### src/rtl/core/srbs_pkg.sv
// shared types and constants for the sorted remainder body store
package srbs_pkg;

	localparam int unsigned OP_W    = 2;
	localparam int unsigned SLICE_W = 6;
	localparam int unsigned REM_W   = 8;
	// index compares run at this width, enough for up to 511 slots
	localparam int unsigned IDX_W   = 9;

	localparam int unsigned QUEUE_DEPTH = 2;
	localparam int unsigned QPTR_W      = (QUEUE_DEPTH > 1) ? $clog2(QUEUE_DEPTH) : 1;
	localparam int unsigned QCNT_W      = $clog2(QUEUE_DEPTH + 1);

	// operation codes as they arrive on the input channel
	typedef enum logic [OP_W-1:0] {
		OP_LOOKUP = 2'd0,
		OP_INSERT = 2'd1,
		OP_REMOVE = 2'd2
	} op_kind_t;

	// classified command handed from the front to the back
	typedef struct packed {
		op_kind_t           kind;
		logic [SLICE_W-1:0] start;
		logic [SLICE_W-1:0] lim;
		logic [REM_W-1:0]   rem;
	} cmd_t;

endpackage

### src/rtl/core/sorted_remainder_body_store.sv
// Sorted remainder body store: BODY_SLOTS 8-bit remainders kept sorted within slices that
// each transaction names. Lookup, insert and remove each take one transaction and return
// one found flag. A transaction is accepted into a two-entry command queue; it is popped
// from the queue head once the output register is empty or being taken, and its result is
// loaded into the output register as it is popped. One transaction completes per cycle
// when neither side stalls: every slot has its own compare and shift cell, so the search
// and the array update are done together, combinationally, for the popped command.
// Reset clears all slots to zero at once.
module sorted_remainder_body_store import srbs_pkg::*; #(
	parameter int unsigned BODY_SLOTS = 32
) (
	input  logic               clk,
	input  logic               arst_n,
	input  logic               in_valid,
	output logic               in_stall,
	input  logic [OP_W-1:0]    operation,
	input  logic [SLICE_W-1:0] slice_start,
	input  logic [SLICE_W-1:0] slice_end,
	input  logic [REM_W-1:0]   remainder,
	output logic               out_valid,
	input  logic               out_stall,
	output logic               found
);

	cmd_t front_cmd;
	cmd_t back_cmd;
	logic back_valid;
	logic back_pop;

	// classify the incoming transaction
	srbs_front #(
		.BODY_SLOTS(BODY_SLOTS)
	) u_front (
		.operation  (operation),
		.slice_start(slice_start),
		.slice_end  (slice_end),
		.remainder  (remainder),
		.cmd        (front_cmd)
	);

	// decouple front from back
	srbs_queue u_queue (
		.clk       (clk),
		.arst_n    (arst_n),
		.push_valid(in_valid),
		.push_stall(in_stall),
		.push_cmd  (front_cmd),
		.pop_valid (back_valid),
		.pop_cmd   (back_cmd),
		.pop       (back_pop)
	);

	// search, update and report
	srbs_back #(
		.BODY_SLOTS(BODY_SLOTS)
	) u_back (
		.clk      (clk),
		.arst_n   (arst_n),
		.cmd_valid(back_valid),
		.cmd      (back_cmd),
		.cmd_pop  (back_pop),
		.out_valid(out_valid),
		.out_stall(out_stall),
		.found    (found)
	);

endmodule

### src/rtl/core/srbs_front.sv
// front end: classifies an incoming transaction and clamps its slice end
module srbs_front import srbs_pkg::*; #(
	parameter int unsigned BODY_SLOTS = 32
) (
	input  logic [OP_W-1:0]    operation,
	input  logic [SLICE_W-1:0] slice_start,
	input  logic [SLICE_W-1:0] slice_end,
	input  logic [REM_W-1:0]   remainder,
	output cmd_t               cmd
);

	localparam logic [IDX_W-1:0] SLOTS_W = IDX_W'(BODY_SLOTS);

	logic [IDX_W-1:0] end_wide;

	assign end_wide = {{(IDX_W-SLICE_W){1'b0}}, slice_end};

	// unused operation code falls back to lookup; clamp end to the array size,
	// the clamped value never exceeds slice_end
	always_comb begin
		unique case (operation)
			OP_INSERT: cmd.kind = OP_INSERT;
			OP_REMOVE: cmd.kind = OP_REMOVE;
			default:   cmd.kind = OP_LOOKUP;
		endcase
		if (end_wide > SLOTS_W) begin
			cmd.lim = SLOTS_W[SLICE_W-1:0];
		end else begin
			cmd.lim = slice_end;
		end
		cmd.start = slice_start;
		cmd.rem   = remainder;
	end

endmodule

### src/rtl/core/srbs_queue.sv
// short command queue between front and back
module srbs_queue import srbs_pkg::*; (
	input  logic clk,
	input  logic arst_n,
	input  logic push_valid,
	output logic push_stall,
	input  cmd_t push_cmd,
	output logic pop_valid,
	output cmd_t pop_cmd,
	input  logic pop
);

	localparam logic [QPTR_W-1:0] LAST_PTR = QPTR_W'(QUEUE_DEPTH - 1);
	localparam logic [QCNT_W-1:0] FULL_CNT = QCNT_W'(QUEUE_DEPTH);

	cmd_t              mem_q [QUEUE_DEPTH];
	logic [QPTR_W-1:0] wr_ptr_q;
	logic [QPTR_W-1:0] rd_ptr_q;
	logic [QCNT_W-1:0] cnt_q;
	logic              push;

	assign push_stall = (cnt_q == FULL_CNT);
	assign push       = push_valid && !push_stall;
	assign pop_valid  = (cnt_q != '0);
	assign pop_cmd    = mem_q[rd_ptr_q];

	// pointers and fill count
	always_ff @(posedge clk or negedge arst_n) begin
		if (!arst_n) begin
			wr_ptr_q <= '0;
			rd_ptr_q <= '0;
			cnt_q    <= '0;
		end else begin
			if (push) begin
				wr_ptr_q <= (wr_ptr_q == LAST_PTR) ? '0 : wr_ptr_q + 1'b1;
			end
			if (pop) begin
				rd_ptr_q <= (rd_ptr_q == LAST_PTR) ? '0 : rd_ptr_q + 1'b1;
			end
			if (push && !pop) begin
				cnt_q <= cnt_q + 1'b1;
			end else if (pop && !push) begin
				cnt_q <= cnt_q - 1'b1;
			end
		end
	end

	// entry storage
	always_ff @(posedge clk) begin
		if (push) begin
			mem_q[wr_ptr_q] <= push_cmd;
		end
	end

endmodule

### src/rtl/core/srbs_back.sv
// back end: slot array with per-slot compare and shift, plus the result register
module srbs_back import srbs_pkg::*; #(
	parameter int unsigned BODY_SLOTS = 32
) (
	input  logic clk,
	input  logic arst_n,
	input  logic cmd_valid,
	input  cmd_t cmd,
	output logic cmd_pop,
	output logic out_valid,
	input  logic out_stall,
	output logic found
);

	logic [REM_W-1:0]      body_q [BODY_SLOTS];
	logic [REM_W-1:0]      nxt    [BODY_SLOTS];
	logic [BODY_SLOTS-1:0] m;       // in slice and not below the remainder
	logic [BODY_SLOTS-1:0] p;       // slot index at or beyond the search position
	logic [BODY_SLOTS-1:0] hit_at;
	logic                  hit;
	logic                  is_ins;
	logic                  is_rem;
	logic                  out_valid_q;
	logic                  found_q;

	assign is_ins = (cmd.kind == OP_INSERT);
	assign is_rem = (cmd.kind == OP_REMOVE);

	// one compare cell per slot
	for (genvar i = 0; i < BODY_SLOTS; i++) begin : g_slot
		localparam logic [IDX_W-1:0] IDX = IDX_W'(i);

		logic             in_slice;
		logic             past_lim;
		logic             prev_p;
		logic             prev_m;
		logic [REM_W-1:0] prev_val;
		logic [REM_W-1:0] next_val;

		assign in_slice = (IDX >= {{(IDX_W-SLICE_W){1'b0}}, cmd.start}) &&
		                  (IDX <  {{(IDX_W-SLICE_W){1'b0}}, cmd.lim});
		assign past_lim = (IDX >= {{(IDX_W-SLICE_W){1'b0}}, cmd.lim});
		assign m[i]     = in_slice && (body_q[i] >= cmd.rem);
		assign p[i]     = (|m[i:0]) || past_lim;

		// neighbours; the ends of the array see nothing
		if (i == 0) begin : g_first
			assign prev_p   = 1'b0;
			assign prev_m   = 1'b0;
			assign prev_val = '0;
		end else begin : g_mid
			assign prev_p   = p[i-1];
			assign prev_m   = |m[i-1:0];
			assign prev_val = body_q[i-1];
		end
		if (i == BODY_SLOTS - 1) begin : g_last
			assign next_val = '0;
		end else begin : g_inner
			assign next_val = body_q[i+1];
		end

		// exact match at the first qualifying slot
		assign hit_at[i] = m[i] && !prev_m && (body_q[i] == cmd.rem);

		// insert writes at the position and shifts right; remove shifts left
		assign nxt[i] = (is_ins && p[i] && !prev_p) ? cmd.rem :
		                (is_ins && prev_p)          ? prev_val :
		                (is_rem && hit && p[i])     ? next_val :
		                                              body_q[i];
	end

	assign hit = |hit_at;

	// result register parts the back end from the output channel
	assign cmd_pop = cmd_valid && (!out_valid_q || !out_stall);

	// slot array
	always_ff @(posedge clk or negedge arst_n) begin
		if (!arst_n) begin
			for (int k = 0; k < BODY_SLOTS; k++) begin
				body_q[k] <= '0;
			end
		end else if (cmd_pop) begin
			for (int k = 0; k < BODY_SLOTS; k++) begin
				body_q[k] <= nxt[k];
			end
		end
	end

	// output valid
	always_ff @(posedge clk or negedge arst_n) begin
		if (!arst_n) begin
			out_valid_q <= 1'b0;
		end else if (cmd_pop) begin
			out_valid_q <= 1'b1;
		end else if (!out_stall) begin
			out_valid_q <= 1'b0;
		end
	end

	// output payload
	always_ff @(posedge clk) begin
		if (cmd_pop) begin
			found_q <= hit;
		end
	end

	assign out_valid = out_valid_q;
	assign found     = found_q;

endmodule

### config.mk
export PLATFORM = sky130hd
export DESIGN_NAME = sorted_remainder_body_store
export DESIGN_NICKNAME = d
export VERILOG_FILES = /design/src/rtl/core/srbs_pkg.sv /design/src/rtl/core/sorted_remainder_body_store.sv /design/src/rtl/core/srbs_front.sv /design/src/rtl/core/srbs_queue.sv /design/src/rtl/core/srbs_back.sv
export SDC_FILE = /design/constraint.sdc
export NUM_CORES = 1
export LEC_CHECK = 0
export BUFFER_PORTS_ARGS = -buffer_cell sky130_fd_sc_hd__buf_2
export CORE_ASPECT_RATIO = 1.25
export CORE_MARGIN = 2
export CORE_UTILIZATION = 60
export CTS_CLUSTER_DIAMETER = 120
export DETAILED_ROUTE_END_ITERATION = 8
export MAX_ROUTING_LAYER = met4
export PLACE_DENSITY = 0.73
export SLEW_MARGIN = 0
export SYNTH_ARGS = -nofsm -noshare
export SYNTH_HDL_FRONTEND = slang
export SYNTH_SLANG_ARGS = --single-unit
### constraint.sdc
create_clock -name clk -period 7.8 [get_ports clk]
set_clock_uncertainty 0.15 [all_clocks]
set_input_delay 1.17 -clock clk [delete_from_list [all_inputs] [get_ports clk]]
set_output_delay 1.17 -clock clk [all_outputs]
set_load 0.02 [all_outputs]
==> reports/results.tsv, run 1 <==
stage	metric	value	unit
critical_path	worst path required time	8.10	ns
synthesis	syn nets	2917	
drt	antenna viol nets, final	0	
placed_design	Placement Setup Slack	1.07	ns
clock_network	CTS tree	yes	
die	Die Y	231	um
clock_network	Post-CTS Hold Fix Bufs	0	
pwr	Clock Power Share	13.0	%
die	Starting Density	60.4	%
critical_path	max incr delay on CP	0.77	ns
global_routing	GR peak layer	met2	
timing	actual slew at the worst max-slew pin	1.23	ns
critical_path	critical path type	reg2reg	
pwr	pwr/cell area	497	mW/mm^2
pwr	Leakage	12.3	nW
synthesis	Area contributors post-synth	dfrtp_1 26%, ha_1 13%, mux2i_1 6.5%	
timing	clock period minus worst slack	6.88	ns
timing	Final Slew Violations	0	
critical_path	WP buf/inv	3	
clock_network	Post-CTS Setup Inserts	0	
clock_network	cts repair resizes	0	
global_routing	first-pass GRT wire length	133000	um
die	I/O Pins	29	
synthesis	post-synth top area share	26.5	%
cells_and_area	commonest non-fill, non-tap cell in the layout	dfrtp_1	
pwr	Pint	6.34	mW
die	Core Box Area	0.0408	mm^2
placed_design	DP HPWL	63200	um
global_routing	M2 GR Usage	67.2	%
critical_path	reg-to-reg critical path startpoint	u_queue.rd_ptr_q	
clock_network	Max Root-Sink Buffers	3	
global_routing	largest net degree at the start of global routing	161	
clock_network	Inserted Clock Buffers	35	
synthesis	ys async rst share	85.3	%
global_routing	M3 GR Usage	7.35	%
drt	Via Count	22600	
critical_path	critical path's top delay family	simple AND/OR/NAND/NOR gates	
synthesis	cell area after synthesis	0.0247	mm^2
critical_path	Slowest cell on crit path	or4b_1	
global_routing	initial antenna violation count	1	
timing	Final period util	88.2	%
clock_network	H-tree depth	2	
timing	Final Hold Violating Endpoints	0	
timing	RSZ-0062 raised after global routing	false	
cells_and_area	synthesis-to-layout area growth	7.50	%
cells_and_area	layout cell share with drive strength beyond 1	13.1	%
pwr	maximum vdd drop	328	uV
global_routing	gr ovfl total	0	
status	outcome	finished clean	
placed_design	Port Buffers	28	
timing	Rel. slew slack	17.3	%
synthesis	Seq/Total Area, Yosys	32.0	%
clock_network	Clock Sinks	306	
drt	WL per Instance	27.0	um
global_routing	All-Layer GR Usage	42.0	%
timing	final setup fails	0	
flow_run	# Max-Cap Violations	0	
clock_network	clock slew at reported path FFs	0.06	ns
global_routing	vias in the first global route	22700	
cells_and_area	Layout Nets	2901	
timing	fmax	145	MHz
critical_path	Worst Path Arrival	7.18	ns
synthesis	number of enable-type register cells in the synthesized netlist	45	
die	die width	185	um
timing	setup TNS	0	ns
critical_path	CP startpoint kind	flip-flop	
placed_design	Final GP Congestion	1.06	
worst_hold_path	HP Class	reg2reg	
pwr	sw frac	51.9	%
global_routing	grt met1 use	47.4	%
clock_network	Root Driver	clkbuf_16	
synthesis	Post-Syn Instances	2634	
worst_hold_path	hold_sp	u_back.out_valid	
pwr	Comb power frac	63.0	%
critical_path	Crit. End Element	flip-flop	
timing	setup ws final	0.922	ns
synthesis	top_reg_cell synth	dfrtp_1	
critical_path	critical path's most frequent cell	buf_4	
critical_path	Cell Chain, Critical Path	mux2_2 -> buf_4 -> inv_2 -> buf_4 -> ha_1 -> nor2b_1 -> o31ai_1 -> a31oi_1 -> o311ai_1 -> nand3_1 -> or4b_1 -> nor4_1 -> or4_1 -> and3_1 -> o21bai_1 -> mux2i_1	
pwr	Sequential Power Share	24.0	%
drt	drt total wl	86300	um
pwr	Net Sw Power	6.83	mW
die	DIE AREA	0.0427	mm^2
cells_and_area	most frequent cells in the layout	260 x dfrtp_1, 257 x ha_1, 249 x nor2_1, 185 x a21oi_1	
synthesis	syn avg cell area	9.36	um^2
clock_network	Worst-Skew Late Latency	0.54	ns
synthesis	most area-hungry cell type in the Yosys netlist	dfrtp_1	
critical_path	crit path launch	u_queue.rd_ptr_q	
synthesis	synthesized flop and latch total	306	
critical_path	crit-path max FO	20	
die	FP Rows	83	
synthesis	synth unique cells	103	
drt	TritonRoute pass-1 iters	5	
synthesis	total number of yosys warnings	0	
drt	DR vias/cell	7.06	
drt	DRC	0	
drt	Starting DRT DRC Count	2028	
[cell families (layout without fill, tap and decap cells)]
family,Yosys count,count (layout),synth area share (%)
multiplexers,327,327,14.3
AND/OR/NAND/NOR,771,771,15.9
adder cells (fa/ha/maj),257,257,13.0
other,0,2,0
XOR/XNOR,5,5,0.178
buffers and inverters,240,248,4.13
AO/OA/AOI/OAI,728,728,20.5
flip-flops,306,306,32.0
[metrics by stage]
step / hold WS, ns / cell area (um^2) / std cells / util [%] / power [mW]
2_1_floorplan: 0.311 / 24700 / 2634 / - / 8.59
3_3_place_gp: 0.309 / 25300 / 3133 / 62.1 / 10.9
3_5_place_dp: 0.328 / 25300 / 3133 / 62.1 / 11.2
4_1_cts: 0.341 / 26500 / 3194 / 64.9 / 13.0
5_1_grt: 0.386 / 26500 / 3195 / 64.9 / 14.0
6_report: 0.333 / 26500 / 3196 / 64.9 / 13.2
[power groups by stage]
| stage | Combinational, mW | Clock, mW | Sequential, mW |
|---|---|---|---|
| floorplan | 5.90 | 0 | 2.68 |
| global placement | 7.81 | 0 | 3.11 |
| detailed placement | 8.08 | 0 | 3.12 |
| CTS | 8.13 | 1.73 | 3.09 |
| global route | 9.04 | 1.78 | 3.18 |
| finish | 8.30 | 1.72 | 3.15 |
[metal layers]
layer | share of wire (%) | vias up
li1 | - | 10000
met1 | 37 | 11000
met2 | 47 | 1083
met3 | 7.2 | 419
met4 | 8.2 | 0
met5 | 0 | -
[layout make-up]
type	instances	area (um^2)
Multi-Input combinational cell	2088	15800
Fill cell	3366	14300
Sequential cell	306	7880
Clock buffer	52	1070
Tap cell	552	691
Timing Repair Buffer	81	561
Inverter	106	398
Clock inverter	9	95.1
Antenna cell	2	5.00
[cell usage after synthesis (all sizes together), types with 10 or more instances]
| cell | n |
|---|---|
| dfrtp | 261 |
| ha | 257 |
| nor2 | 254 |
| a21oi | 190 |
| mux2 | 168 |
| nand2 | 160 |
| mux2i | 159 |
| o21ai | 111 |
| inv | 105 |
| o22ai | 81 |
| clkbuf | 77 |
| nand3 | 61 |
| nor3 | 60 |
| buf | 57 |
| a21o | 54 |
| edfxtp | 45 |
| nand4 | 45 |
| a211oi | 34 |
| nand2b | 29 |
| o221ai | 29 |
| nor2b | 26 |
| a221oi | 24 |
| o211ai | 24 |
| a31o | 17 |
| and4 | 17 |
| a31oi | 16 |
| and3 | 16 |
| nor4 | 16 |
| o31ai | 15 |
| or3 | 15 |
| a22o | 14 |
| nor3b | 14 |
| or4 | 14 |
| a22oi | 13 |
| or2 | 13 |
| a221o | 12 |
| a21boi | 10 |
[state kept, by name, summed over array words and instances (netlist names)]
signal,cells
u_queue.mem_q,44
u_queue.wr_ptr_q,1
u_back.out_valid,1
u_back.g_slot.prev_val,24
u_back.found,1
u_queue.cnt_q,2
u_queue.rd_ptr_q,1
u_back.g_slot.next_val,232
[path summary, 6_finish.rpt]
check | to | slack [ns] | cells past startpoint
max | u_back.g_slot[14].next_val[6] | 0.92 | 16
min | u_back.out_valid | 0.33 | 2
max reg2reg | u_back.g_slot[14].next_val[6] | 0.92 | 16
min reg2reg | u_back.out_valid | 0.33 | 2
max in group asynchronous | u_back.g_slot[19].next_val[5] | 5.49 | 2
min in group asynchronous | u_back.g_slot[3].next_val[4] | 0.50 | 1
[worst min-delay path, stage by stage (launching register included)]
cell     delay [ns]
dfrtp_1        0.34
nand2_1        0.06
nand2_1        0.05
Power figures use the tool's default switching activity.
==> run 2: changes to the inputs <==
- BUFFER_PORTS_ARGS: -buffer_cell sky130_fd_sc_hd__buf_2 -> -buffer_cell sky130_fd_sc_hd__buf_4
==> run 2 against run 1 <==
Flip-flop and latch count did not move. Worst setup slack gained 0.18 ns. Largest power group unchanged. Wire length fell by 0.64%. Global-route usage fell by 0.99 points. Cell count fell by 0.16%. Non-clock buffer count decreased by 2. Power decreased by 0.11%. Critical path depth decreased by 1. Worst hold slack gained 0.014 ns.
==> reports/results.tsv, run 2 (same netlist as run 1, synthesis figures left out) <==
stage	metric	value	unit	change
cells_and_area	Largest register FFs	232		unchanged
global_routing	first-pass GRT wire length	130000	um	-2.3%
global_routing	grt met1 use	46.5	%	-0.92 points
global_routing	vias in the first global route	22100		-2.8%
cells_and_area	n_diodes	0		-2
critical_path	critical path's top delay family	simple AND/OR/NAND/NOR gates		
pwr	maximum vdd drop	326	uV	-0.73%
worst_hold_path	HP Class	reg2reg		
timing	final setup fails	0		unchanged
critical_path	max incr delay on CP	0.76	ns	about the same
status	outcome	finished clean		
pwr	Leakage	12.2	nW	about the same
clock_network	cts repair resizes	0		unchanged
die	die width	185	um	unchanged
critical_path	worst path required time	8.10	ns	about the same
timing	Final period util	85.9	%	-2.3 points
cells_and_area	most frequent cells in the layout	260 x dfrtp_1, 257 x ha_1, 249 x nor2_1, 185 x a21oi_1		
drt	DR vias/cell	7.06		about the same
die	Starting Density	60.4	%	unchanged
timing	Final Slew Violations	0		unchanged
global_routing	GR peak layer	met2		
die	I/O Pins	29		unchanged
pwr	pwr/cell area	496	mW/mm^2	-0.26%
global_routing	All-Layer GR Usage	41.0	%	-0.99 points
global_routing	M3 GR Usage	5.35	%	-2.0 points
placed_design	DP HPWL	62500	um	-1.0%
critical_path	critical path type	reg2reg		
die	Core Box Area	0.0408	mm^2	unchanged
timing	clock period minus worst slack	6.70	ns	-0.180 ns
drt	WL per Instance	26.9	um	-0.48%
drt	Starting DRT DRC Count	1993		-1.7%
critical_path	Crit. End Element	flip-flop		
die	FP Rows	83		unchanged
placed_design	Placed Cells	3131		-0.064%
critical_path	CP startpoint kind	flip-flop		
timing	final hold slack	0.347	ns	+0.0139 ns
global_routing	initial antenna violation count	0		-1
timing	Rel. slew slack	17.8	%	+0.45 points
critical_path	Slowest cell on crit path	or4b_1		
global_routing	largest net degree at the start of global routing	158		-1.9%
clock_network	H-tree depth	2		unchanged
timing	RSZ-0062 raised after global routing	false		
critical_path	WP buf/inv	2		-1
clock_network	Root Driver	clkbuf_16		
global_routing	M2 GR Usage	66.6	%	-0.65 points
placed_design	post-placement cell area	0.0254	mm^2	+0.26%
clock_network	clock slew at reported path FFs	0.06	ns	about the same
cells_and_area	layout cell share with drive strength beyond 1	13.1	%	-0.061 points
clock_network	Max Root-Sink Buffers	3		unchanged
cells_and_area	commonest non-fill, non-tap cell in the layout	dfrtp_1		
drt	drt total wl	85700	um	-0.64%
clock_network	Post-CTS Setup Inserts	0		unchanged
drt	TritonRoute pass-1 iters	6		+1
critical_path	crit-path max FO	32		+60%
timing	fmax	149	MHz	+2.7%
clock_network	Worst-Skew Late Latency	0.55	ns	about the same
clock_network	Inserted Clock Buffers	36		+2.9%
critical_path	Cell Chain, Critical Path	mux2_2 -> inv_2 -> buf_4 -> ha_1 -> nor2b_1 -> o31ai_1 -> a31oi_1 -> o311ai_1 -> nand3_1 -> or4b_1 -> nor4_1 -> or4_1 -> and3_1 -> o21bai_1 -> mux2i_1		
clock_network	CTS tree	yes		
cells_and_area	Non-Filler Instances	3191		-0.16%
timing	Final Hold Violating Endpoints	0		unchanged
die	Die Y	231	um	unchanged
placed_design	Port Buffers	28		unchanged
critical_path	Worst Path Arrival	7.00	ns	-0.18 ns
drt	Via Count	22500		-0.058%
placed_design	Final GP Congestion	1.09		+2.5%
drt	DRC	0		unchanged
timing	actual slew at the worst max-slew pin	1.22	ns	-0.00777 ns
global_routing	gr ovfl total	0		unchanged
clock_network	Post-CTS Hold Fix Bufs	0		unchanged
cells_and_area	fin area	0.0265	mm^2	+0.15%
clock_network	Clock Sinks	306		unchanged
drt	antenna viol nets, final	0		unchanged
cells_and_area	Layout Nets	2900		-0.034%
cells_and_area	synthesis-to-layout area growth	7.65	%	
die	DIE AREA	0.0427	mm^2	unchanged
flow_run	# Max-Cap Violations	0		unchanged
timing	setup TNS	0	ns	unchanged
run 2: cell count changes in the layout (fill, tap and decap cells not counted), sizes merged:
cell      before  now
clkbuf        52   46
bufinv         2    3
clkinvlp       0    4
clkinv         6    7
inv          107  106
diode          2    0
buf           81   79
run 2: power breakdown:
group | switching, mW | internal, mW
Combinational | 5.20 | 3.09
Sequential | 0.911 | 2.24
Clock | 0.717 | 0.994
Total | 6.83 | 6.33
run 2: layer usage:
layer	part of all wire (%)	vias to the layer above	wire [um]
li1	-	9998	-
met5	0	-	0
met2	48	1107	41000
met1	37	11000	31700
met4	8.5	0	7290
met3	6.7	414	5760
run 2: per-stage QoR:
step                total power [mW]  setup WS (ns)  utilization, %
global route                    13.9          0.828            65.0
CTS                             12.9           1.14            65.0
detailed placement              11.2           1.17            62.2
finish                          13.2           1.10            65.0
floorplan                       8.59          0.963               -
global placement                10.9           1.30            62.2
run 2: final timing paths:
path / cells past startpoint / end / start / slack, ns
min: 1 / u_back.g_slot[1].prev_val[0] / u_back.g_slot[1].prev_val[0] / 0.35
max reg2reg: 15 / u_back.g_slot[14].next_val[1] / u_queue.rd_ptr_q / 1.10
min reg2reg: 1 / u_back.g_slot[1].prev_val[0] / u_back.g_slot[1].prev_val[0] / 0.35
max: 15 / u_back.g_slot[14].next_val[1] / u_queue.rd_ptr_q / 1.10
min in group asynchronous: 1 / u_back.g_slot[2].next_val[6] / arst_n / 0.49
max in group asynchronous: 2 / u_back.g_slot[27].next_val[5] / arst_n / 5.51
run 2: layout make-up:
class | count | area (um^2)
clock inverter | 14 | 158
clock buffer | 46 | 990
tap | 552 | 691
fill | 3411 | 14300
multi-input combinational | 2088 | 15800
timing repair buffer | 79 | 626
sequential | 306 | 7880
inverter | 106 | 398
